--- src/rtl/ddwcf_pkg.sv ---
package ddwcf_pkg;

    localparam int SPEED_W    = 25;
    localparam int RADIUS_W   = 20;
    localparam int SEP_W      = 22;
    localparam int MAXS_W     = 17;
    localparam int CFG_IDX_W  = 4;
    localparam int CFG_DATA_W = 22;

    // |N| < 2^47, so wheel magnitudes fit 48 bits; D < 2^60; 100*D < 2^67
    localparam int MAG_W  = 48;
    localparam int PROD_W = 48;
    localparam int NSUM_W = 49;
    localparam int DEN_W  = 60;
    localparam int RM_W   = 37;
    localparam int DIV_W  = 67;
    localparam int Q_W    = 7;

    localparam logic [CFG_IDX_W-1:0] REG_RADIUS = 4'd0;
    localparam logic [CFG_IDX_W-1:0] REG_SEP    = 4'd1;
    localparam logic [CFG_IDX_W-1:0] REG_MAXS   = 4'd2;

    localparam logic [RADIUS_W-1:0] RADIUS_RST = 20'd50000;
    localparam logic [SEP_W-1:0]    SEP_RST    = 22'd300000;
    localparam logic [MAXS_W-1:0]   MAXS_RST   = 17'd2000;

    // 40 * pi, pi in Q16 (205887 / 2^16)
    localparam logic [22:0] DEN_K = 23'd8235480;
    localparam logic signed [22:0] LIN_K = 23'sd2000000;

    localparam logic signed [SPEED_W-1:0] SLOW_LIN  = 25'sd100000;
    localparam logic signed [SPEED_W-1:0] ANG_DEAD  = 25'sd200;
    localparam logic signed [SPEED_W-1:0] ANG_FLOOR = 25'sd150000;
    localparam logic signed [SPEED_W-1:0] LIN_FLOOR = 25'sd50000;

    localparam logic [Q_W-1:0] PCT_MAX = 7'd100;

    localparam int FRAME_LEN = 13;
    localparam int HDR_LEN   = 5;
    localparam logic [7:0] HDR [HDR_LEN] = '{8'hcd, 8'heb, 8'hd7, 8'h09, 8'h74};
    localparam logic [7:0] DIR_F = 8'h46;
    localparam logic [7:0] DIR_B = 8'h42;
    localparam logic [7:0] DIR_S = 8'h53;

    localparam logic [3:0] POS_DIR_R = 4'd5;
    localparam logic [3:0] POS_DIR_L = 4'd6;
    localparam logic [3:0] POS_PAD0  = 4'd7;
    localparam logic [3:0] POS_PAD1  = 4'd8;
    localparam logic [3:0] POS_MAG_R = 4'd9;
    localparam logic [3:0] POS_MAG_L = 4'd10;
    localparam logic [3:0] POS_LAST  = 4'd12;

    typedef struct packed {
        logic [MAG_W-1:0] mag_r;
        logic [MAG_W-1:0] mag_l;
        logic [MAG_W-1:0] mag_max;
        logic             neg_r;
        logic             neg_l;
        logic             enable;
    } cmd_work_t;

    typedef struct packed {
        logic [7:0] dir_r;
        logic [7:0] dir_l;
        logic [7:0] mag_r;
        logic [7:0] mag_l;
    } wheel_cmd_t;

endpackage

--- src/rtl/ddwcf_frame_if.sv ---
interface ddwcf_frame_if;
    logic       valid;
    logic       ready;
    logic [7:0] frame_byte;
    logic       frame_last;

    modport source (output valid, frame_byte, frame_last, input ready);
    modport sink (input valid, frame_byte, frame_last, output ready);
endinterface

--- src/rtl/ddwcf_ser.sv ---
module ddwcf_ser (
    input  logic                   clk,
    input  logic                   rst_n,
    input  ddwcf_pkg::wheel_cmd_t  res,
    input  logic                   res_valid,
    output logic                   take,
    ddwcf_frame_if.source          frame
);
    import ddwcf_pkg::*;

    logic        busy_reg, busy_next;
    logic [3:0]  cnt_reg, cnt_next;
    wheel_cmd_t  cmd_reg;
    logic        xfer, last;

    assign xfer = frame.valid && frame.ready;
    assign last = (cnt_reg == POS_LAST);
    assign take = res_valid && (!busy_reg || (xfer && last));

    always_comb
    begin
        busy_next = busy_reg;
        cnt_next  = cnt_reg;
        if (take)
        begin
            busy_next = 1'b1;
            cnt_next  = '0;
        end
        else if (xfer)
        begin
            if (last)
                busy_next = 1'b0;
            cnt_next = cnt_reg + 4'd1;
        end
    end

    always_ff @(posedge clk or negedge rst_n)
    begin
        if (!rst_n)
        begin
            busy_reg <= 1'b0;
            cnt_reg  <= '0;
        end
        else
        begin
            busy_reg <= busy_next;
            cnt_reg  <= cnt_next;
        end
    end

    always_ff @(posedge clk)
    begin
        if (take)
            cmd_reg <= res;
    end

    always_comb
    begin
        case (cnt_reg)
            POS_DIR_R: frame.frame_byte = cmd_reg.dir_r;
            POS_DIR_L: frame.frame_byte = cmd_reg.dir_l;
            POS_PAD0:  frame.frame_byte = DIR_S;
            POS_PAD1:  frame.frame_byte = DIR_S;
            POS_MAG_R: frame.frame_byte = cmd_reg.mag_r;
            POS_MAG_L: frame.frame_byte = cmd_reg.mag_l;
            default:
            begin
                if (cnt_reg < 4'(HDR_LEN))
                    frame.frame_byte = HDR[cnt_reg[2:0]];
                else
                    frame.frame_byte = 8'h00;
            end
        endcase
    end

    assign frame.valid      = busy_reg;
    assign frame.frame_last = last;

    a_load_restart: assert property (@(posedge clk) disable iff (!rst_n)
        take |=> busy_reg && (cnt_reg == '0))
        else $error("frame load did not restart the byte counter");
endmodule

--- src/flat_wrapper.sv ---
// flat-port wrapper written by rule: the top's interface ports become plain ports
module ddwcf_ser_flat import ddwcf_pkg::*;
  (clk, rst_n, res, res_valid, take, frame_valid, frame_frame_byte, frame_frame_last, frame_ready);
  ddwcf_frame_if frame_i ();
  input  logic clk;
  input  logic rst_n;
  input  ddwcf_pkg::wheel_cmd_t res;
  input  logic res_valid;
  output logic take;
  output wire logic [$bits(frame_i.valid)-1:0] frame_valid;
  output wire logic [$bits(frame_i.frame_byte)-1:0] frame_frame_byte;
  output wire logic [$bits(frame_i.frame_last)-1:0] frame_frame_last;
  input wire logic [$bits(frame_i.ready)-1:0] frame_ready;
  assign frame_valid = frame_i.valid;
  assign frame_frame_byte = frame_i.frame_byte;
  assign frame_frame_last = frame_i.frame_last;
  assign frame_i.ready = frame_ready;
  ddwcf_ser u_core (.clk(clk), .rst_n(rst_n), .res(res), .res_valid(res_valid), .take(take), .frame(frame_i));
endmodule
--- config.mk ---
export PLATFORM = sky130hd
export DESIGN_NAME = ddwcf_ser_flat
export DESIGN_NICKNAME = d
export VERILOG_FILES = /design/src/rtl/ddwcf_pkg.sv /design/src/rtl/ddwcf_frame_if.sv /design/src/rtl/ddwcf_ser.sv /design/src/flat_wrapper.sv
export SDC_FILE = /design/constraint.sdc
export NUM_CORES = 1
export LEC_CHECK = 0
export ABC_AREA = 1
export BUFFER_PORTS_ARGS = -buffer_cell sky130_fd_sc_hd__buf_2
export CAP_MARGIN = 10
export CORE_MARGIN = 2
export CORE_UTILIZATION = 51
export DETAILED_ROUTE_END_ITERATION = 6
export PLACE_DENSITY = 0.78
export REMOVE_ABC_BUFFERS = 1
export SLEW_MARGIN = 15
export SYNTH_ARGS = -nofsm -noshare
export SYNTH_HDL_FRONTEND = slang
export SYNTH_SLANG_ARGS = --single-unit
--- constraint.sdc ---
create_clock -name clk -period 3 [get_ports clk]
set_clock_uncertainty 0.1 [all_clocks]
set_input_delay 0.3 -clock clk [delete_from_list [all_inputs] [get_ports clk]]
set_output_delay 0.3 -clock clk [all_outputs]
set_load 0.005 [all_outputs]
Word level (Yosys, flattened, before mapping) --
Memory sizes are Yosys's and may differ from the RTL's. Cells that the tools add are included.
Cells by class: reductions and logical operators 9, eq/ne operators 7, bitwise gates (word level) 1, magnitude comparators 2, $add $sub $neg 1, muxes and demuxes 9
Operators with widths (count):
- $pmux W8 S5 | 1
- $mux W8 | 3
- $eq A4 B4 Y1 const B | 4
- $eq A4 B3 Y1 const B | 3
- $mux W4 | 2
- $add A4 B1 Y4 const B | 1
- $ge A4 B4 Y1 const B | 1
- $lt A4 B3 Y1 const B | 1
- $not A3 Y4 | 1
- $reduce_bool A2 Y1 | 2
- $logic_and A1 B1 Y1 | 3
- $mux W1 | 3
- $reduce_and A2 Y1 | 1
- $reduce_or A2 Y1 | 1
- $logic_not A1 Y1 | 1
- $logic_or A1 B1 Y1 | 1
Storage, ports and cells: output and inout port bits 11, memories kept 1, memory bits (read-only) 64, register bits after elaboration 37
Memory list:
- (no name shown) | words 8, bits a word 8, read ports 1, clocked after Yosys merged registers in 0, wr ports 0, line ddwcf_ser.sv:69 | frame.frame_byte = HDR[cnt_reg[2:0]];

Logic depth before layout (Yosys ltp) --
Gate-level depths: netlist of run 1.
depth in word-level cells 6, depth in mapped cells 9, depth with buffers taken out 9

Worst setup path before layout of run 1 --
OpenSTA, ideal clock, no wires.
path type register to register, from register u_core.cnt_reg[0], to register u_core.cmd_reg[0] (netlist name), enable pin, stages on the path, launching flop included 9, slack 0.735 ns, setup time 0.390 ns, arrival 1.775 ns, cells stage by stage dfrtp_1 inv_1 ha_1 nand3_1 inv_1 nand2_1 nand2_1 nand2_1 inv_1
Between the ends: word-level cells in the longest chain between the ends 4
Ends and longest elaborated chain:
- start: declaration | line ddwcf_ser.sv:12 | logic [3:0] cnt_reg, cnt_next;
- start signal: assignment | line ddwcf_ser.sv:47 | cnt_reg <= cnt_next;
- $eq A4 B4 Y1 | line ddwcf_ser.sv:17 | assign last = (cnt_reg == POS_LAST);
- named net frame_frame_last | line flat_wrapper.sv:12 | output wire logic [$bits(frame_i.frame_last)-1:0] frame_frame_last;
- $logic_and A1 B1 Y1 | line ddwcf_ser.sv:18 | assign take = res_valid && (!busy_reg || (xfer && last));
- $logic_or A1 B1 Y1 | line ddwcf_ser.sv:18
- $logic_and A1 B1 Y1 | line ddwcf_ser.sv:18
- named net take | line flat_wrapper.sv:9 | output logic take;
- end signal: assignment | line ddwcf_ser.sv:54 | cmd_reg <= res;
- end: declaration | line ddwcf_ser.sv:13 | wheel_cmd_t cmd_reg;
The timed path passes the listed nets, and every way through them passes these cells. A chain may end at the register's enable or synchronous reset.

Final worst setup path of run 1 --
from register u_core.cnt_reg[0], to output take
Between the ends: word-level cells in the longest chain between the ends 4
Ends and longest elaborated chain (line):
- $eq A4 B4 Y1 | ddwcf_ser.sv:17
- $logic_and A1 B1 Y1 | ddwcf_ser.sv:18
- $logic_or A1 B1 Y1 | ddwcf_ser.sv:18
- $logic_and A1 B1 Y1 | ddwcf_ser.sv:18
- end: declaration | flat_wrapper.sv:9
No other way between the ends.

==> impl_metrics.csv, run 1 <==
group,metric,value,unit
status,status,"finished clean",
routing,drc_errors,0,
timing,finalCriticalPeriod,2600,ps
die,rows,21,
routing,wire_per_inst,11.4,um
setup_path,regToRegStartpoint,"u_core.cnt_reg[0]",
placed_design,port_buffers,46,
routing,drt_iter0_drc,34,
clocking,cts_tree,"built",
die,die_y,62.5,um
routing,avgViaCountPerCell,4.78,
setup_path,critPathLaunch,"u_core.cnt_reg[0]",
global_route,grt_overflow_total,0,
die,die_area,0.00391,mm2
timing,worst_pin_slew,574,ps
setup_path,path_class,"reg2out",
die,die_width,62.5,um
timing,fmax,385,MHz
global_route,top_usage_layer,"met2",
placed_design,dp_hpwl,2500,um
timing,slew-limit-headroom,61.7,%
global_route,grt_use_met1,23.3,%
setup_path,start_kind,"flop",
global_route,grt_pass1_vias,1254,
synthesis,postSynth.asyncResetShare,13.5,%
global_route,grt_pass1_wl,5450,um
synthesis,syn_avg_cell_area,9.54,um2
layout,largest_reg_flops,32,
clocking,cts_root_buffer,"clkbuf_4",
global_route,grt.total_usage,18.5,%
placed_design,finalWeightedCongestion,0.785,
synthesis,synth_top_flop_cell,"edfxtp_1",
setup_path,worst_r2r_path_depth,9,
die,initial_core_util,52.7,%
clocking,clock_sinks,37,
clocking,h-tree-depth,2,
synthesis,synth_seq_cells,37,
die,design.core.area,0.00331,mm2
layout,diodes,0,
routing,drtPass1Iterations,4,
timing,setup_viol,0,
clocking,path_clk_slew,110,ps
global_route,use_met3,5.95,%
hold_path,holdCritStartpoint,"res[5]",
setup_path,cp.required,2600,ps
hold_path,hold_path_depth,1,
layout,drive_gt1_share,24.9,%
synthesis,syn-instance-count,183,
setup_path,critPathArrivalTime,2200,ps
global_route,grt_max_degree,17,
clocking,clkLatencyLatePin,330,ps
power_and_ir_drop,p_total,1.67,mW
routing,drt-total-wl,3210,um
die,ios,47,
global_route,gr-usage-met2,28.8,%
synthesis,synth_edf_count,32,
layout,areaGrowthSynthToFinish,19.3,%
layout,nNetsFinal,277,
synthesis,ys_types,17,
clocking,post_cts_buffers,0,
timing,fin_tns_setup,0,ps
timing,drv_slew,0,
layout,final_cell_mix,"nand2_1, buf_2, edfxtp_1",
synthesis,synth.cell_area,0.00175,mm2
global_route,grt_antenna_before_repair,0,
routing,ant_nets,0,
timing,hold_viol,0,
clocking,cts.repair.resized,0,
setup_path,reg2reg_slack,620,ps
flow_run,max-cap-violations,0,
timing,rsz0062_at_grt,"no",
setup_path,critical_path.endpoint_type,"primary output",
clocking,cts.path.max_buffers,2,
synthesis,yosysWarnings,0,
power_and_ir_drop,p_leak,0.995,nW
power_and_ir_drop,peakVddDrop,0.435,mV
hold_path,hold_path_class,"in2reg",
synthesis,synth_seq_area_share,62.2,%
setup_path,critPathMaxFanout,15,
timing,layout_worst_path_cycle_share,86.7,%
routing,via_count,1354,
layout,final_common_cell,"nand2_1",
power_and_ir_drop,p_per_area,803,mW/mm2
clocking,numCtsBuffers,5,
==> metrics by stage <==
step                      instances  cell area (um2)  hold WS, ps  setup WS, ps  util, %
after global placement          274             2020         22.2           717     61.0
after floorplan                 180             1720        -95.6           721        -
after global routing            283             2080         8.35           144     62.9
final                           283             2080         38.5           400     62.9
after detailed placement        274             2020         25.0           620     61.0
after CTS                       283             2080         19.7           359     62.9
==> worst max-delay path, cell delays in order, from the launching register on <==
cell,delay (ps)
dfrtp_1,450
inv_1,120
ha_1,240
nand3_1,90
inv_1,90
nand2_1,50
nand2_1,70
nand2_1,80
inv_1,440
buf_2,230
==> area by class of cell <==
cell class | count | area (um2)
Inverter | 17 | 63.8
Tap cell | 46 | 57.6
Fill cell | 285 | 1230
Sequential cell | 37 | 1090
Multi-Input combinational cell | 126 | 568
Clock inverter | 2 | 10.0
Timing Repair Buffer | 49 | 255
Clock buffer | 6 | 41.3
==> per-layer routing <==
layer	wire (um)	share of wire [%]
met5	0	0
met1	1340	42
met2	1570	49
met4	105	3.3
met3	192	6.0
==> final timing paths <==
kind	to
min reg2reg	u_core.frame.valid
min in group asynchronous	u_core.frame.valid
max reg2reg	u_core.cmd_reg[16]
max	take
max in group asynchronous	u_core.cnt_reg[1]
min	u_core.cmd_reg[5]
==> repair_timing <==
action / 4_1_cts / 5_1_grt
setup endpoints to repair: 0 / 0
hold buffers: 1 / 0
hold endpoints to repair: 5 / 0
==> logic make-up (layout without fill, tap and decap cells) <==
| kind of cell | Yosys count | in the layout | share of synthesized area (%) |
|---|---|---|---|
| compound gates | 4 | 4 | 1.15 |
| fa+ha+maj | 5 | 5 | 3.58 |
| buf+inv | 20 | 74 | 5.23 |
| flops | 37 | 37 | 62.2 |
| simple gates | 117 | 117 | 27.8 |
==> cells in the mapped netlist (2+ instances only) <==
library cell  instances  area share [%]
nand4_1               4             1.4
nand2_1              64              14
edfxtp_1             32              55
nor2_2                2            0.72
a21oi_1               2            0.57
nor2_1               23             4.9
dfrtp_1               5             7.2
inv_1                16             3.4
nand3_1              22             6.3
buf_6                 2             1.3
ha_1                  5             3.6
==> report_power, final <==
part           total [mW]  switching (mW)  internal (mW)
sequential          0.709          0.0793          0.630
combinational       0.727           0.444          0.283
clock               0.235           0.146         0.0892
No activity file was read; power rests on OpenSTA's default activity.
==> run 2: changes to the inputs <==
--- a/config.mk
+++ b/config.mk
@@ -13,6 +13,7 @@
 export DETAILED_ROUTE_END_ITERATION = 6
 export PLACE_DENSITY = 0.78
 export REMOVE_ABC_BUFFERS = 1
+export SKIP_CTS_REPAIR_TIMING = 1
 export SLEW_MARGIN = 15
 export SYNTH_ARGS = -nofsm -noshare
 export SYNTH_HDL_FRONTEND = slang
==> constraint.sdc (replaced) <==
create_clock -name clk -period 3 [get_ports clk]
set_clock_uncertainty 0.1 [all_clocks]
set_input_delay 0.6 -clock clk [delete_from_list [all_inputs] [get_ports clk]]
set_output_delay 0.6 -clock clk [all_outputs]
set_load 0.005 [all_outputs]
==> impl_metrics.csv, run 2 (same netlist as run 1, synthesis figures left out) <==
group,metric,value,unit
die,die_y,62.5,um
timing,rsz0062_at_grt,"no",
routing,wire_per_inst,12.0,um
die,initial_core_util,52.7,%
clocking,cts_root_buffer,"clkbuf_4",
hold_path,hold_path_depth,1,
layout,fin_area,0.00209,mm2
global_route,grt_antenna_before_repair,0,
layout,final_common_cell,"nand2_1",
clocking,clock_sinks,37,
routing,drc_errors,0,
placed_design,place_area,0.00202,mm2
clocking,cts_tree,"built",
timing,finalCriticalPeriod,2690,ps
die,rows,21,
clocking,numCtsBuffers,5,
power_and_ir_drop,p_per_area,814,mW/mm2
clocking,h-tree-depth,2,
setup_path,start_kind,"flop",
placed_design,port_buffers,46,
timing,fin_tns_setup,0,ps
routing,via_count,1356,
placed_design,finalWeightedCongestion,0.849,
placed_design,dp_hpwl,2520,um
setup_path,worst_r2r_path_depth,9,
setup_path,critPathLaunch,"u_core.cnt_reg[0]",
die,ios,47,
flow_run,max-cap-violations,0,
die,die_area,0.00391,mm2
hold_path,holdCritStartpoint,"res[1]",
layout,nNetsFinal,277,
layout,largest_reg_flops,32,
routing,drt-total-wl,3400,um
global_route,grt_max_degree,22,
routing,drtPass1Iterations,4,
timing,fmax,372,MHz
clocking,path_clk_slew,120,ps
setup_path,cp.required,2300,ps
layout,final_cell_mix,"nand2_1, buf_2, edfxtp_1",
global_route,grt_overflow_total,0,
die,die_width,62.5,um
layout,areaGrowthSynthToFinish,19.9,%
routing,drt_iter0_drc,46,
setup_path,critical_path.endpoint_type,"primary output",
clocking,clkLatencyLatePin,350,ps
routing,ant_nets,0,
setup_path,path_class,"reg2out",
layout,diodes,0,
clocking,cts.path.max_buffers,2,
timing,hold_viol,0,
global_route,grt_pass1_wl,5640,um
global_route,grt.total_usage,19.2,%
global_route,grt_pass1_vias,1289,
hold_path,hold_path_class,"in2reg",
timing,setup_viol,0,
power_and_ir_drop,peakVddDrop,0.340,mV
timing,slew-limit-headroom,70.2,%
timing,layout_worst_path_cycle_share,89.5,%
layout,fillers,310,
layout,seq_area,0.00109,mm2
setup_path,regToRegStartpoint,"u_core.cnt_reg[0]",
routing,avgViaCountPerCell,4.79,
layout,multi_input_area,573,um2
die,design.core.area,0.00331,mm2
timing,drv_slew,0,
setup_path,critPathMaxFanout,10,
layout,drive_gt1_share,25.7,%
timing,worst_pin_slew,447,ps
setup_path,critPathArrivalTime,1990,ps
status,status,"finished clean",
power_and_ir_drop,p_leak,0.985,nW
[run 2: changes by cell type in the layout (fill, tap and decap cells not counted)]
cell	previous run	this run
clkinv_2	2	0
clkinvlp_4	0	2
ha_1	5	4
ha_2	0	1
nor2_1	23	22
nor2_2	2	3
[run 2: layer usage]
layer	vias up	global-route usage, %	wire, um
li1	711	-	-
met1	595	24.5	1490
met2	42	30.2	1650
met3	8	5.95	189
met4	0	8.33	63
met5	-	0	0
[run 2: cell type report]
class                      count  share of cell area, %
inverter                      17                   3.05
tap                           46                   2.75
timing repair buffer          49                   12.2
clock buffer                   6                   1.97
clock inverter                 2                  0.718
multi-input combinational    126                   27.4
sequential                    37                   51.9
[run 2: worst paths after layout]
path	to	slack (ps)
worst max-delay path	frame_frame_byte[3]	310
worst min-delay path	u_core.cmd_reg[1]	310
worst max register to register	u_core.cmd_reg[29]	880
worst min register to register	u_core.frame.valid	460
max in group asynchronous	u_core.cnt_reg[3]	2180
min in group asynchronous	u_core.cnt_reg[1]	470
[run 2: power breakdown]
| part | leakage (nW) | internal, mW | switching, mW |
|---|---|---|---|
| Combinational | 0.615 | 0.287 | 0.446 |
| Clock | 0.0245 | 0.0915 | 0.167 |
| Sequential | 0.346 | 0.630 | 0.0803 |
| Total | 0.985 | 1.01 | 0.694 |
[run 2: worst max-delay path, cell delays in order (launching register included)]
cell,delay (ps)
dfrtp_1,460
inv_1,130
ha_2,310
inv_1,120
nor2_1,250
nand2_1,80
nand2_1,70
nor2_1,40
nand2_1,50
buf_2,110
[run 2: per-stage QoR]
| stage | power, mW | setup WS (ps) | instances | util (%) | hold slack, ps |
|---|---|---|---|---|---|
| 6_report | 1.70 | 315 | 283 | 63.2 | 309 |
| 5_1_grt | 1.84 | 114 | 283 | 63.2 | 283 |
| 4_1_cts | 1.71 | 108 | 282 | 62.7 | -66.7 |
| 3_5_place_dp | 1.45 | 513 | 274 | 61.0 | 322 |
| 3_3_place_gp | 1.43 | 598 | 274 | 61.0 | 321 |
| 2_1_floorplan | 1.18 | 511 | 180 | - | 204 |
