--- src/rtl/ddwcf_pkg.sv ---
package ddwcf_pkg;

    localparam int SPEED_W    = 25;
    localparam int RADIUS_W   = 20;
    localparam int SEP_W      = 22;
    localparam int MAXS_W     = 17;
    localparam int CFG_IDX_W  = 4;
    localparam int CFG_DATA_W = 22;

    // |N| < 2^47, so wheel magnitudes fit 48 bits; D < 2^60; 100*D < 2^67
    localparam int MAG_W  = 48;
    localparam int PROD_W = 48;
    localparam int NSUM_W = 49;
    localparam int DEN_W  = 60;
    localparam int RM_W   = 37;
    localparam int DIV_W  = 67;
    localparam int Q_W    = 7;

    localparam logic [CFG_IDX_W-1:0] REG_RADIUS = 4'd0;
    localparam logic [CFG_IDX_W-1:0] REG_SEP    = 4'd1;
    localparam logic [CFG_IDX_W-1:0] REG_MAXS   = 4'd2;

    localparam logic [RADIUS_W-1:0] RADIUS_RST = 20'd50000;
    localparam logic [SEP_W-1:0]    SEP_RST    = 22'd300000;
    localparam logic [MAXS_W-1:0]   MAXS_RST   = 17'd2000;

    // 40 * pi, pi in Q16 (205887 / 2^16)
    localparam logic [22:0] DEN_K = 23'd8235480;
    localparam logic signed [22:0] LIN_K = 23'sd2000000;

    localparam logic signed [SPEED_W-1:0] SLOW_LIN  = 25'sd100000;
    localparam logic signed [SPEED_W-1:0] ANG_DEAD  = 25'sd200;
    localparam logic signed [SPEED_W-1:0] ANG_FLOOR = 25'sd150000;
    localparam logic signed [SPEED_W-1:0] LIN_FLOOR = 25'sd50000;

    localparam logic [Q_W-1:0] PCT_MAX = 7'd100;

    localparam int FRAME_LEN = 13;
    localparam int HDR_LEN   = 5;
    localparam logic [7:0] HDR [HDR_LEN] = '{8'hcd, 8'heb, 8'hd7, 8'h09, 8'h74};
    localparam logic [7:0] DIR_F = 8'h46;
    localparam logic [7:0] DIR_B = 8'h42;
    localparam logic [7:0] DIR_S = 8'h53;

    localparam logic [3:0] POS_DIR_R = 4'd5;
    localparam logic [3:0] POS_DIR_L = 4'd6;
    localparam logic [3:0] POS_PAD0  = 4'd7;
    localparam logic [3:0] POS_PAD1  = 4'd8;
    localparam logic [3:0] POS_MAG_R = 4'd9;
    localparam logic [3:0] POS_MAG_L = 4'd10;
    localparam logic [3:0] POS_LAST  = 4'd12;

    typedef struct packed {
        logic [MAG_W-1:0] mag_r;
        logic [MAG_W-1:0] mag_l;
        logic [MAG_W-1:0] mag_max;
        logic             neg_r;
        logic             neg_l;
        logic             enable;
    } cmd_work_t;

    typedef struct packed {
        logic [7:0] dir_r;
        logic [7:0] dir_l;
        logic [7:0] mag_r;
        logic [7:0] mag_l;
    } wheel_cmd_t;

endpackage

--- src/rtl/ddwcf_div.sv ---
module ddwcf_div #(
    parameter int DEPTH = 4
) (
    input  logic                          clk,
    input  logic                          rst_n,
    input  ddwcf_pkg::cmd_work_t          head,
    input  logic [$clog2(DEPTH+1)-1:0]    level,
    input  logic [ddwcf_pkg::DEN_W-1:0]   den,
    output logic                          pop,
    output ddwcf_pkg::wheel_cmd_t         res,
    output logic                          res_valid,
    input  logic                          take
);
    import ddwcf_pkg::*;

    localparam logic [1:0] ST_IDLE  = 2'd0;
    localparam logic [1:0] ST_SETUP = 2'd1;
    localparam logic [1:0] ST_RUN   = 2'd2;
    localparam logic [1:0] ST_DONE  = 2'd3;

    logic [1:0]       state_reg, state_next;
    logic [2:0]       step_reg, step_next;
    cmd_work_t        work_reg;
    logic [DIV_W-1:0] rem_r_reg, rem_r_next, rem_l_reg, rem_l_next;
    logic [DIV_W-1:0] dsh_reg, dsh_next;
    logic [Q_W-1:0]   q_r_reg, q_r_next, q_l_reg, q_l_next;
    logic [DIV_W-1:0] hund_den, hi_max, num_r, num_l, divisor;
    logic             scaled, ge_r, ge_l;

    function automatic logic [15:0] wheel_bytes(logic [Q_W-1:0] q, logic neg, logic en);
        logic [Q_W-1:0] p;
        logic [7:0]     d;
        p = (q > PCT_MAX) ? PCT_MAX : q;
        if (p == '0)
            d = DIR_S;
        else
            d = neg ? DIR_B : DIR_F;
        if (!en)
            d = DIR_S;
        return {d, 1'b0, p};
    endfunction

    always_comb
    begin
        hund_den = (DIV_W'(den) << 6) + (DIV_W'(den) << 5) + (DIV_W'(den) << 2);
        hi_max   = DIV_W'(work_reg.mag_max) << 16;
        scaled   = hi_max > hund_den;
        if (scaled)
        begin
            num_r   = (DIV_W'(work_reg.mag_r) << 6) + (DIV_W'(work_reg.mag_r) << 5)
                    + (DIV_W'(work_reg.mag_r) << 2);
            num_l   = (DIV_W'(work_reg.mag_l) << 6) + (DIV_W'(work_reg.mag_l) << 5)
                    + (DIV_W'(work_reg.mag_l) << 2);
            divisor = DIV_W'(work_reg.mag_max);
        end
        else
        begin
            num_r   = DIV_W'(work_reg.mag_r) << 16;
            num_l   = DIV_W'(work_reg.mag_l) << 16;
            divisor = DIV_W'(den);
        end
        ge_r = rem_r_reg >= dsh_reg;
        ge_l = rem_l_reg >= dsh_reg;
    end

    always_comb
    begin
        state_next = state_reg;
        step_next  = step_reg;
        rem_r_next = rem_r_reg;
        rem_l_next = rem_l_reg;
        dsh_next   = dsh_reg;
        q_r_next   = q_r_reg;
        q_l_next   = q_l_reg;
        pop        = 1'b0;
        case (state_reg)
            ST_IDLE:
            begin
                if (level != '0)
                begin
                    pop        = 1'b1;
                    state_next = ST_SETUP;
                end
            end
            ST_SETUP:
            begin
                rem_r_next = num_r;
                rem_l_next = num_l;
                dsh_next   = divisor << 6;
                q_r_next   = '0;
                q_l_next   = '0;
                step_next  = '0;
                state_next = ST_RUN;
            end
            ST_RUN:
            begin
                // one restoring quotient bit per wheel, shared shifted divisor
                rem_r_next = ge_r ? rem_r_reg - dsh_reg : rem_r_reg;
                rem_l_next = ge_l ? rem_l_reg - dsh_reg : rem_l_reg;
                q_r_next   = {q_r_reg[Q_W-2:0], ge_r};
                q_l_next   = {q_l_reg[Q_W-2:0], ge_l};
                dsh_next   = dsh_reg >> 1;
                step_next  = step_reg + 3'd1;
                if (step_reg == 3'(Q_W - 1))
                    state_next = ST_DONE;
            end
            ST_DONE:
            begin
                if (take)
                    state_next = ST_IDLE;
            end
            default: state_next = ST_IDLE;
        endcase
    end

    always_ff @(posedge clk or negedge rst_n)
    begin
        if (!rst_n)
        begin
            state_reg <= ST_IDLE;
            step_reg  <= '0;
        end
        else
        begin
            state_reg <= state_next;
            step_reg  <= step_next;
        end
    end

    always_ff @(posedge clk)
    begin
        if (pop)
            work_reg <= head;
        rem_r_reg <= rem_r_next;
        rem_l_reg <= rem_l_next;
        dsh_reg   <= dsh_next;
        q_r_reg   <= q_r_next;
        q_l_reg   <= q_l_next;
    end

    always_comb
    begin
        {res.dir_r, res.mag_r} = wheel_bytes(q_r_reg, work_reg.neg_r, work_reg.enable);
        {res.dir_l, res.mag_l} = wheel_bytes(q_l_reg, work_reg.neg_l, work_reg.enable);
    end

    assign res_valid = (state_reg == ST_DONE);

    a_pct_range: assert property (@(posedge clk) disable iff (!rst_n)
        res_valid |-> (q_r_reg <= PCT_MAX) && (q_l_reg <= PCT_MAX))
        else $error("wheel percentage above full scale");

    a_take_only_done: assert property (@(posedge clk) disable iff (!rst_n)
        take |-> state_reg == ST_DONE)
        else $error("result taken before division finished");
endmodule

--- config.mk ---
export PLATFORM = sky130hd
export DESIGN_NAME = ddwcf_div
export DESIGN_NICKNAME = d
export VERILOG_FILES = /design/src/rtl/ddwcf_pkg.sv /design/src/rtl/ddwcf_div.sv
export SDC_FILE = /design/constraint.sdc
export NUM_CORES = 1
export LEC_CHECK = 0
export ABC_AREA = 1
export BUFFER_PORTS_ARGS = -buffer_cell sky130_fd_sc_hd__buf_2
export CELL_PAD_IN_SITES_DETAIL_PLACEMENT = 0
export CELL_PAD_IN_SITES_GLOBAL_PLACEMENT = 1
export CORE_UTILIZATION = 50
export DETAILED_ROUTE_END_ITERATION = 10
export PLACE_DENSITY_LB_ADDON = 0.1
export SYNTH_ARGS = -nofsm -noshare
export SYNTH_HDL_FRONTEND = slang
export SYNTH_SLANG_ARGS = --single-unit
--- constraint.sdc ---
create_clock -name clk -period 17.7 [get_ports clk]
set_clock_uncertainty 0.15 [all_clocks]
set_input_delay 1.77 -clock clk [delete_from_list [all_inputs] [get_ports clk]]
set_output_delay 1.77 -clock clk [all_outputs]
set_load 0.01 [all_outputs]
# After elaboration in Yosys (flattened, before gate mapping)
# Cells that the tools add are included.
[totals]
regBits = 367
output_inout_bits = 34
elab_cells = 69
[op_classes]
addsub = 9
order_cmp = 5
eq_ne = 9
muxes = 25
n_reduce_logical = 8
[ops]
columns = ["operator", "count"]
rows = [
  ["$pmux W67 S2", 3],
  ["$mux W67", 4],
  ["$ge A67 B67 Y1", 2],
  ["$sub A67 B67 Y67", 2],
  ["$add A55 B50 Y56", 2],
  ["$add A54 B53 Y55", 2],
  ["$add A66 B65 Y67", 1],
  ["$add A67 B62 Y67", 1],
  ["$gt A64 B67 Y1", 1],
  ["$mux W60", 1],
  ["$pmux W7 S2", 2],
  ["$mux W8", 2],
  ["$gt A7 B7 Y1 const B", 2],
  ["$logic_not A7 Y1", 2],
  ["$mux W7", 2],
  ["$mux W5", 2],
  ["$ne A2 B2 Y1 const B", 4],
  ["$pmux W2 S4", 1],
  ["$mux W2", 3],
  ["$mux W3", 2],
  ["$pmux W3 S2", 1],
  ["$eq A2 B2 Y1 const B", 2],
  ["$reduce_and A2 Y1", 2],
  ["$add A3 B1 Y3 const B", 1],
  ["other kinds (8)", 9],
]

# Logic depth before layout (Yosys ltp)
# Gate-level depths: netlist of run 1.
[logic_depth]
word_depth = 5
ltp_mapped = 38
ltp_nobuf = 36

# Least setup slack after synthesis of run 1
# No wires, ideal clock.
[synth_timing]
path_type = "input to output"
startpoint = "input port level[0]"
endpoint = "output port pop"
t_arrival_ps = 9902
setup_slack_ps = 5878
stages = 2
n_path_buf = 0
cell_sequence = "inv_1 -> a31oi_1"
[synth_between]
elab_chain_len = 3
[synth_rtl]
columns = ["item", "line_no", "text"]
rows = [
  ["from (decl)", "ddwcf_div.sv:7", "input logic [$clog2(DEPTH+1)-1:0] level,"],
  ["$reduce_bool A3 Y1", "ddwcf_div.sv:79", "if (level != '0)"],
  ["$mux W1", "ddwcf_div.sv:79", ""],
  ["$mux W1", "ddwcf_div.sv:76", "case (state_reg)"],
  ["to (decl)", "ddwcf_div.sv:9", "output logic pop,"],
]
# Every way passes these cells.

# Final worst setup path of run 1
[layout_timing]
startpoint = "input port den[0] in the netlist's numbering"
endpoint = "register rem_l_reg[18] (data pin)"
[layout_between]
elab_chain_len = 5
[layout_rtl]
columns = ["item", "line_no", "text"]
rows = [
  ["from (decl)", "ddwcf_div.sv:8", "input logic [ddwcf_pkg::DEN_W-1:0] den,"],
  ["$add A66 B65 Y67", "ddwcf_div.sv:45", "hund_den = (DIV_W'(den) << 6) + (DIV_W'(den) << 5) + (DIV_W'(den) << 2);"],
  ["$add A67 B62 Y67 *", "ddwcf_div.sv:45", ""],
  ["$gt A64 B67 Y1 *", "ddwcf_div.sv:47", "scaled = hi_max > hund_den;"],
  ["$mux W67 *", "ddwcf_div.sv:48", "if (scaled)"],
  ["$pmux W67 S2 *", "ddwcf_div.sv:76", ""],
  ["named net rem_l_next[18]", "ddwcf_div.sv:24", "logic [DIV_W-1:0] rem_r_reg, rem_r_next, rem_l_reg, rem_l_next;"],
  ["to (signal assigned)", "ddwcf_div.sv:135", "rem_l_reg <= rem_l_next;"],
  ["to (decl)", "ddwcf_div.sv:24", ""],
]
# Mark *: on every way through the listed nets, which the timed path passes. The rest lies on a longest branch.
# A chain may end at the register's enable or synchronous reset.

==> impl_results.md, run 1 <==
* Mean area per synthesized cell at 7.38 µm²
* Final setup vio count at 0
* Type of origin of the critical path: input pin
* Synth cell types at 50
* I/O Pins at 247
* Yosys warns at 0
* Register area share after synthesis at 28.6%
* Max reg flops at 99
* Clock-pin slew on the worst setup and hold paths at 60 ps
* Crit-path max FO at 110
* DP Wirelength at 112,000 µm
* Tmin final at 9100 ps
* Commonest non-fill, non-tap cell in the layout: nand2_1
* Row cnt at 101
* Met1 Track Usage GR at 49.9%
* Post-CTS setup buffer count at 0
* CTS tree: built
* Share of layout cells above drive strength 1 at 6.61%
* Slew Limit Fails at 0
* Number of synthesized flops with an enable pin at 361
* Worst path most repeated cell: nand2_1
* Wirelength per Cell at 20.8 µm
* Die H at 279 µm
* Post_cts resized at 0
* Gate Count Post-Synth at 5,198
* CTS buffer count at 46
* Worst-Skew Late Latency at 610 ps
* Final setup margin at 8600 ps
* CP top delay family: simple AND/OR/NAND/NOR gates
* Final Wtd Congestion at 0.999
* Root buf cell: clkbuf_16
* H-Tree Depth at 2
* Global routing's busiest layer: met2
* DRT iter0 DRCs at 3,256
* Worst path bufs/invs at 6
* Drt first pass iters at 6
* GR Util met2 at 52.7%
* Initial antenna violation count at 2
* WP data required at 17,890 ps
* Worst path max stage delay at 930 ps
* Area growth from synthesis to layout at 9.64%
* Worst Hold Class: reg2reg
* Worst Setup Path Type: in2reg
* Vias per cell at 5.63
* Worst Tran Pin Value at 1180 ps
* Global Route Usage Sum at 34.2%
* RSZ-0062 raised after global routing: no
* Final Hold Vio Count at 0
* TNS Setup at 0 ps
* CP arrival at 9280 ps
* Critical path capture point type: flip-flop
* Seq cells post-synth at 366
* Die area at 77,900 µm²
* Status: finished, final reports clean
* Slowest stage cell, crit path: nand2_8
* DR vias at 36,300
* GR met3 Demand/Resource at 4.38%
* Fmax achieved at 110 MHz
* Die width at 279 µm
* Synth Flop Type: edfxtp_1
* First-pass GRT wire length at 203,000 µm
* Slew margin rel. at 20.7%
* Core Area at 75,900 µm²
* DR DRC count at 0
* Dpl ws at 8090 ps
* Asr flop ratio synth at 1.37%
* Overflow after GRT at 0
* Post-synth design cell area at 38,400 µm²
* Finished Core Util at 55.4%
* Largest net degree at the start of global routing at 111
* Vias in the first global route at 34,300
* Fin crit share at 51.4%
* Starting Density at 50.5%
* Commonest cells after routing, fill and taps aside: nand2_1, inv_1, a21oi_1
* Nets@finish at 6,114
* Maxcap violations at 0
* Hold bufs inserted after CTS at 0
* # port buffers at 234
* Max Root-Sink Buffers at 3
* Antenna viol nets, final at 0
* Clock sink count at 366
* Total routed wirelength at 134,000 µm
-- per-layer routing --
metal  part of all wire, %  vias to the layer above  wire length, µm
met2                    44                     1279            58600
met3                   7.1                      148             9580
met4                   3.0                        0             3980
li1                      -                    17800                -
met1                    46                    17200            62100
met5                     0                        -                0
-- final cells by class --
type                    count  area, µm²
inverters                 764       2880
clock inverters            33        425
well taps                1030       1290
diodes                      1       2.50
fillers                  7560      33900
multi-input cells        3967      24100
repair buffers            247       1270
flip-flops and latches    366      11000
clock buffers              51       1190
-- worst reg2reg max path, cell delays in order (launching register included) --
cell	delay [ps]
edfxtp_1	450
ha_1	340
nand2_1	70
nor2_1	360
nand4_1	150
nor4_1	250
and3_1	210
nand3_1	60
nor2_1	190
nand3_4	750
nand2_8	940
buf_4	830
inv_2	290
nand2_1	120
nand3_1	80
-- stage by stage --
step	instance area (µm²)	hold slack, ps	cells
after floorplan	38400	332	5208
after global placement	40500	353	6374
after detailed placement	40500	367	6374
after CTS	42100	383	6458
after global routing	42100	416	6458
final	42100	376	6459
-- synthesized netlist by cell type (11+ instances only) --
master	number	area share (%)
ha_1	360	12
buf_4	24	0.47
o211ai_1	11	0.22
o21bai_1	35	0.68
inv_1	754	7.4
a21boi_0	11	0.22
nor3_1	43	0.56
buf_2	14	0.18
a31oi_1	61	0.99
nor4_1	11	0.18
edfxtp_1	361	28
clkbuf_1	52	0.51
a21o_1	33	0.65
a21oi_1	506	6.6
o21a_1	36	0.70
o21ai_1	36	0.47
nor2_1	474	4.6
nand2_1	1203	12
xnor2_1	71	1.6
nand3_1	402	5.2
o21ai_0	309	4.0
buf_6	12	0.35
xor2_1	101	2.3
fa_1	149	7.8
nand4_1	32	0.52
-- cell families (layout without fill, tap and decap cells) --
kind of cell | count (synthesis) | in the layout | synth area share, %
flip-flops | 366 | 366 | 28.6
adder cells (fa/ha/maj) | 509 | 509 | 19.5
XOR/XNOR | 172 | 172 | 3.92
AND/OR/NAND/NOR | 2203 | 2203 | 23.6
other | 2 | 13 | 0.0196
buffers and inverters | 875 | 1095 | 9.07
AO/OA/AOI/OAI | 1071 | 1071 | 15.3
-- worst paths after layout --
path	from	endpoint	slack, ps	depth (start not counted)
hold reg to reg	step_reg[0]	step_reg[0]	380	1
min in group asynchronous	rst_n	step_reg[1]	830	1
hold / removal	step_reg[0]	step_reg[0]	380	1
setup / recovery	den[0]	rem_l_reg[18]	8600	35
max in group asynchronous	rst_n	state_reg[0]	16420	1
setup reg to reg	hi_max[22]	rem_l_reg[18]	12210	14
Power of run 1 is left out: the tool's default activity adds up to more than one toggle a clock period on the data nets, which glitch-free logic cannot reach.
==> inputs of run 2 (changes only) <==
- ABC_AREA: 1 -> 0
- CORE_UTILIZATION: 50 -> 44
- clock period: 17.7 -> 7.9 ns (I/O delays scaled with it)
==> impl_results.md, run 2 <==
* Wirelength per Cell at 21.8 µm (+4.6%)
* Total routed wirelength at 109,000 µm (-19%)
* Final setup vio count at 0 (unchanged)
* Type of origin of the critical path: input pin
* Vias per cell at 5.80 (+3.1%)
* Yosys warns at 0 (unchanged)
* Finished Core Util at 49.9% (-5.5 points)
* Max Root-Sink Buffers at 3 (unchanged)
* Largest area contributor in the netlist: edfxtp_1
* Fillers at 7,617 (+0.75%)
* Register area share after synthesis at 31.1% (+2.5 points)
* Worst-Skew Late Latency at 620 ps (about the same)
* Asr flop ratio synth at 1.37% (unchanged)
* Row cnt at 103 (+2.0%)
* Area taken by flip-flops and latches at 11,000 µm² (unchanged)
* WP data required at 8080 ps (-9810 ps)
* Most frequently used cell type in the post-synthesis netlist: nand2_1
* Worst Setup Path Type: in2reg
* Clock-pin slew on the worst setup and hold paths at 70 ps (about the same)
* Largest net degree at the start of global routing at 97 (-13%)
* DR vias at 29,100 (-20%)
* Post-synth design cell area at 35,300 µm² (-8.0%)
* DP Wirelength at 87,600 µm (-22%)
* Vias in the first global route at 28,700 (-16%)
* Global Route Usage Sum at 26.4% (-7.8 points)
* Worst path max stage delay at 530 ps (-400 ps)
* Final Wtd Congestion at 0.934 (-6.5%)
* Crit-path max FO at 14 (-87%)
* Gate Count Post-Synth at 3,703 (-29%)
* CTS tree: built
* Root buf cell: clkbuf_16
* # port buffers at 234 (unchanged)
* Die width at 285 µm (+2.2%)
* Fin crit share at 93.6%
* Final setup margin at 505 ps (-8100 ps)
* Synth Flop Type: edfxtp_1
* Starting Density at 44.6% (-5.9 points)
* DR DRC count at 0 (unchanged)
* Drt first pass iters at 7 (+1)
* Post-CTS setup buffer count at 0 (unchanged)
* Area growth from synthesis to layout at 11.9%
* Synth cell types at 80 (+60%)
* Commonest cells after routing, fill and taps aside: nand2_1, edfxtp_1, ha_1
* Status: finished, final reports clean
* Die area at 81,400 µm² (+4.5%)
* Worst Tran Pin Value at 1140 ps (-46.3 ps)
* Share of the synthesized area in the top cell type at 30.7% (+2.5 points)
* Commonest cells post-synth: nand2_1, edfxtp_1, ha_1
* Core Area at 79,100 µm² (+4.2%)
* Initial antenna violation count at 0 (-2)
* Max reg flops at 99 (unchanged)
* First-pass GRT wire length at 167,000 µm (-18%)
* Overflow after GRT at 0 (unchanged)
* Fmax achieved at 135 MHz
* Area of the multi-input gates at 23,200 µm² (-3.8%)
* CP top delay family: compound AO/OA/AOI/OAI gates
* Commonest non-fill, non-tap cell in the layout: nand2_1
* H-Tree Depth at 2 (unchanged)
* Die H at 285 µm (+2.2%)
* Tmin final at 7400 ps
* Share of layout cells above drive strength 1 at 11.0% (+4.4 points)
* Final Hold Vio Count at 0 (unchanged)
* I/O Pins at 247 (unchanged)
* Nets@finish at 4,643 (-24%)
* CP arrival at 7570 ps (-1710 ps)
* Worst Hold Class: in2reg
* Slew margin rel. at 23.8% (+3.1 points)
* Antenna viol nets, final at 0 (unchanged)
* Number of synthesized flops with an enable pin at 361 (unchanged)
* Mean area per synthesized cell at 9.53 µm² (+29%)
* Maxcap violations at 0 (unchanged)
* Slowest stage cell, crit path: fa_1
* Worst path bufs/invs at 7 (+1)
* Clock sink count at 366 (unchanged)
* Dpl ws at -251 ps (-8350 ps)
* Seq cells post-synth at 366 (unchanged)
* CTS buffer count at 48 (+4.3%)
* Critical path capture point type: flip-flop
* Slew Limit Fails at 0 (unchanged)
* Top post-synthesis cells by area: edfxtp_1, ha_1, fa_1
* DRT iter0 DRCs at 2,018 (-38%)
run 2: cell types whose count changed after synthesis, moves of 47 or more:
| cell | delta |
|---|---|
| inv_1 | -603 |
| nand4_1 | +47 |
| nand2_1 | -841 |
| nand3_1 | -330 |
| xnor2_1 | +79 |
| clkbuf_1 | +67 |
| mux2i_1 | +124 |
| a21o_1 | +174 |
| a21oi_1 | -207 |
| nor2_1 | -285 |
run 2: per-stage QoR:
step	area (µm²)	cells	setup TNS (ps)	hold WS (ps)
floorplan	35300	3713	0	344
global placement	37900	4920	-4640	391
detailed placement	37900	4920	-21790	393
CTS	39500	5008	0	145
global route	39500	5008	-39.0	154
finish	39500	5009	0	186
run 2: final cells by class:
cell class,instances,area share [%]
Antenna cell,1,0.00633
Clock inverter,28,0.728
Multi-Input combinational cell,3034,58.6
Timing Repair Buffer,320,4.93
Inverter,151,1.44
Tap cell,1050,3.32
Sequential cell,366,27.8
Clock buffer,59,3.22
run 2: logic make-up after synthesis:
kind of cell	share of synthesized area [%]
other cells	0.0213
mux	3.52
flops	31.1
compound gates	21.3
buf+inv	3.61
simple gates	13.2
fa+ha+maj	21.2
xor+xnor	6.05
run 2: repair_timing:
item | CTS | global route
resized for setup | 0 | 3
endpoints found under the hold margin | 5 | 0
hold buffers | 1 | 0
setup endpoints to repair | 0 | 72
run 2: worst paths after layout:
path                              from             to  slack [ps]  cells past startpoint
max in group asynchronous        rst_n   state_reg[1]        7050                      2
setup reg to reg            dsh_reg[3]  rem_r_reg[13]        2500                     14
min in group asynchronous        rst_n   state_reg[0]         410                      2
hold / removal                head[41]     hi_max[54]         190                      1
setup / recovery                den[0]  rem_r_reg[25]         500                     32
hold reg to reg            step_reg[1]    step_reg[1]         400                      2
run 2: routing by layer:
layer  vias to the layer above  GRT usage, %  part of all wire, %
li1                      14200             -                    -
met1                     14000          37.3                   47
met3                       122          2.30                  3.9
met5                         -             0                    0
met4                         0          6.58                  2.3
met2                       715          43.5                   46
Power of run 2 is left out for the same reason.
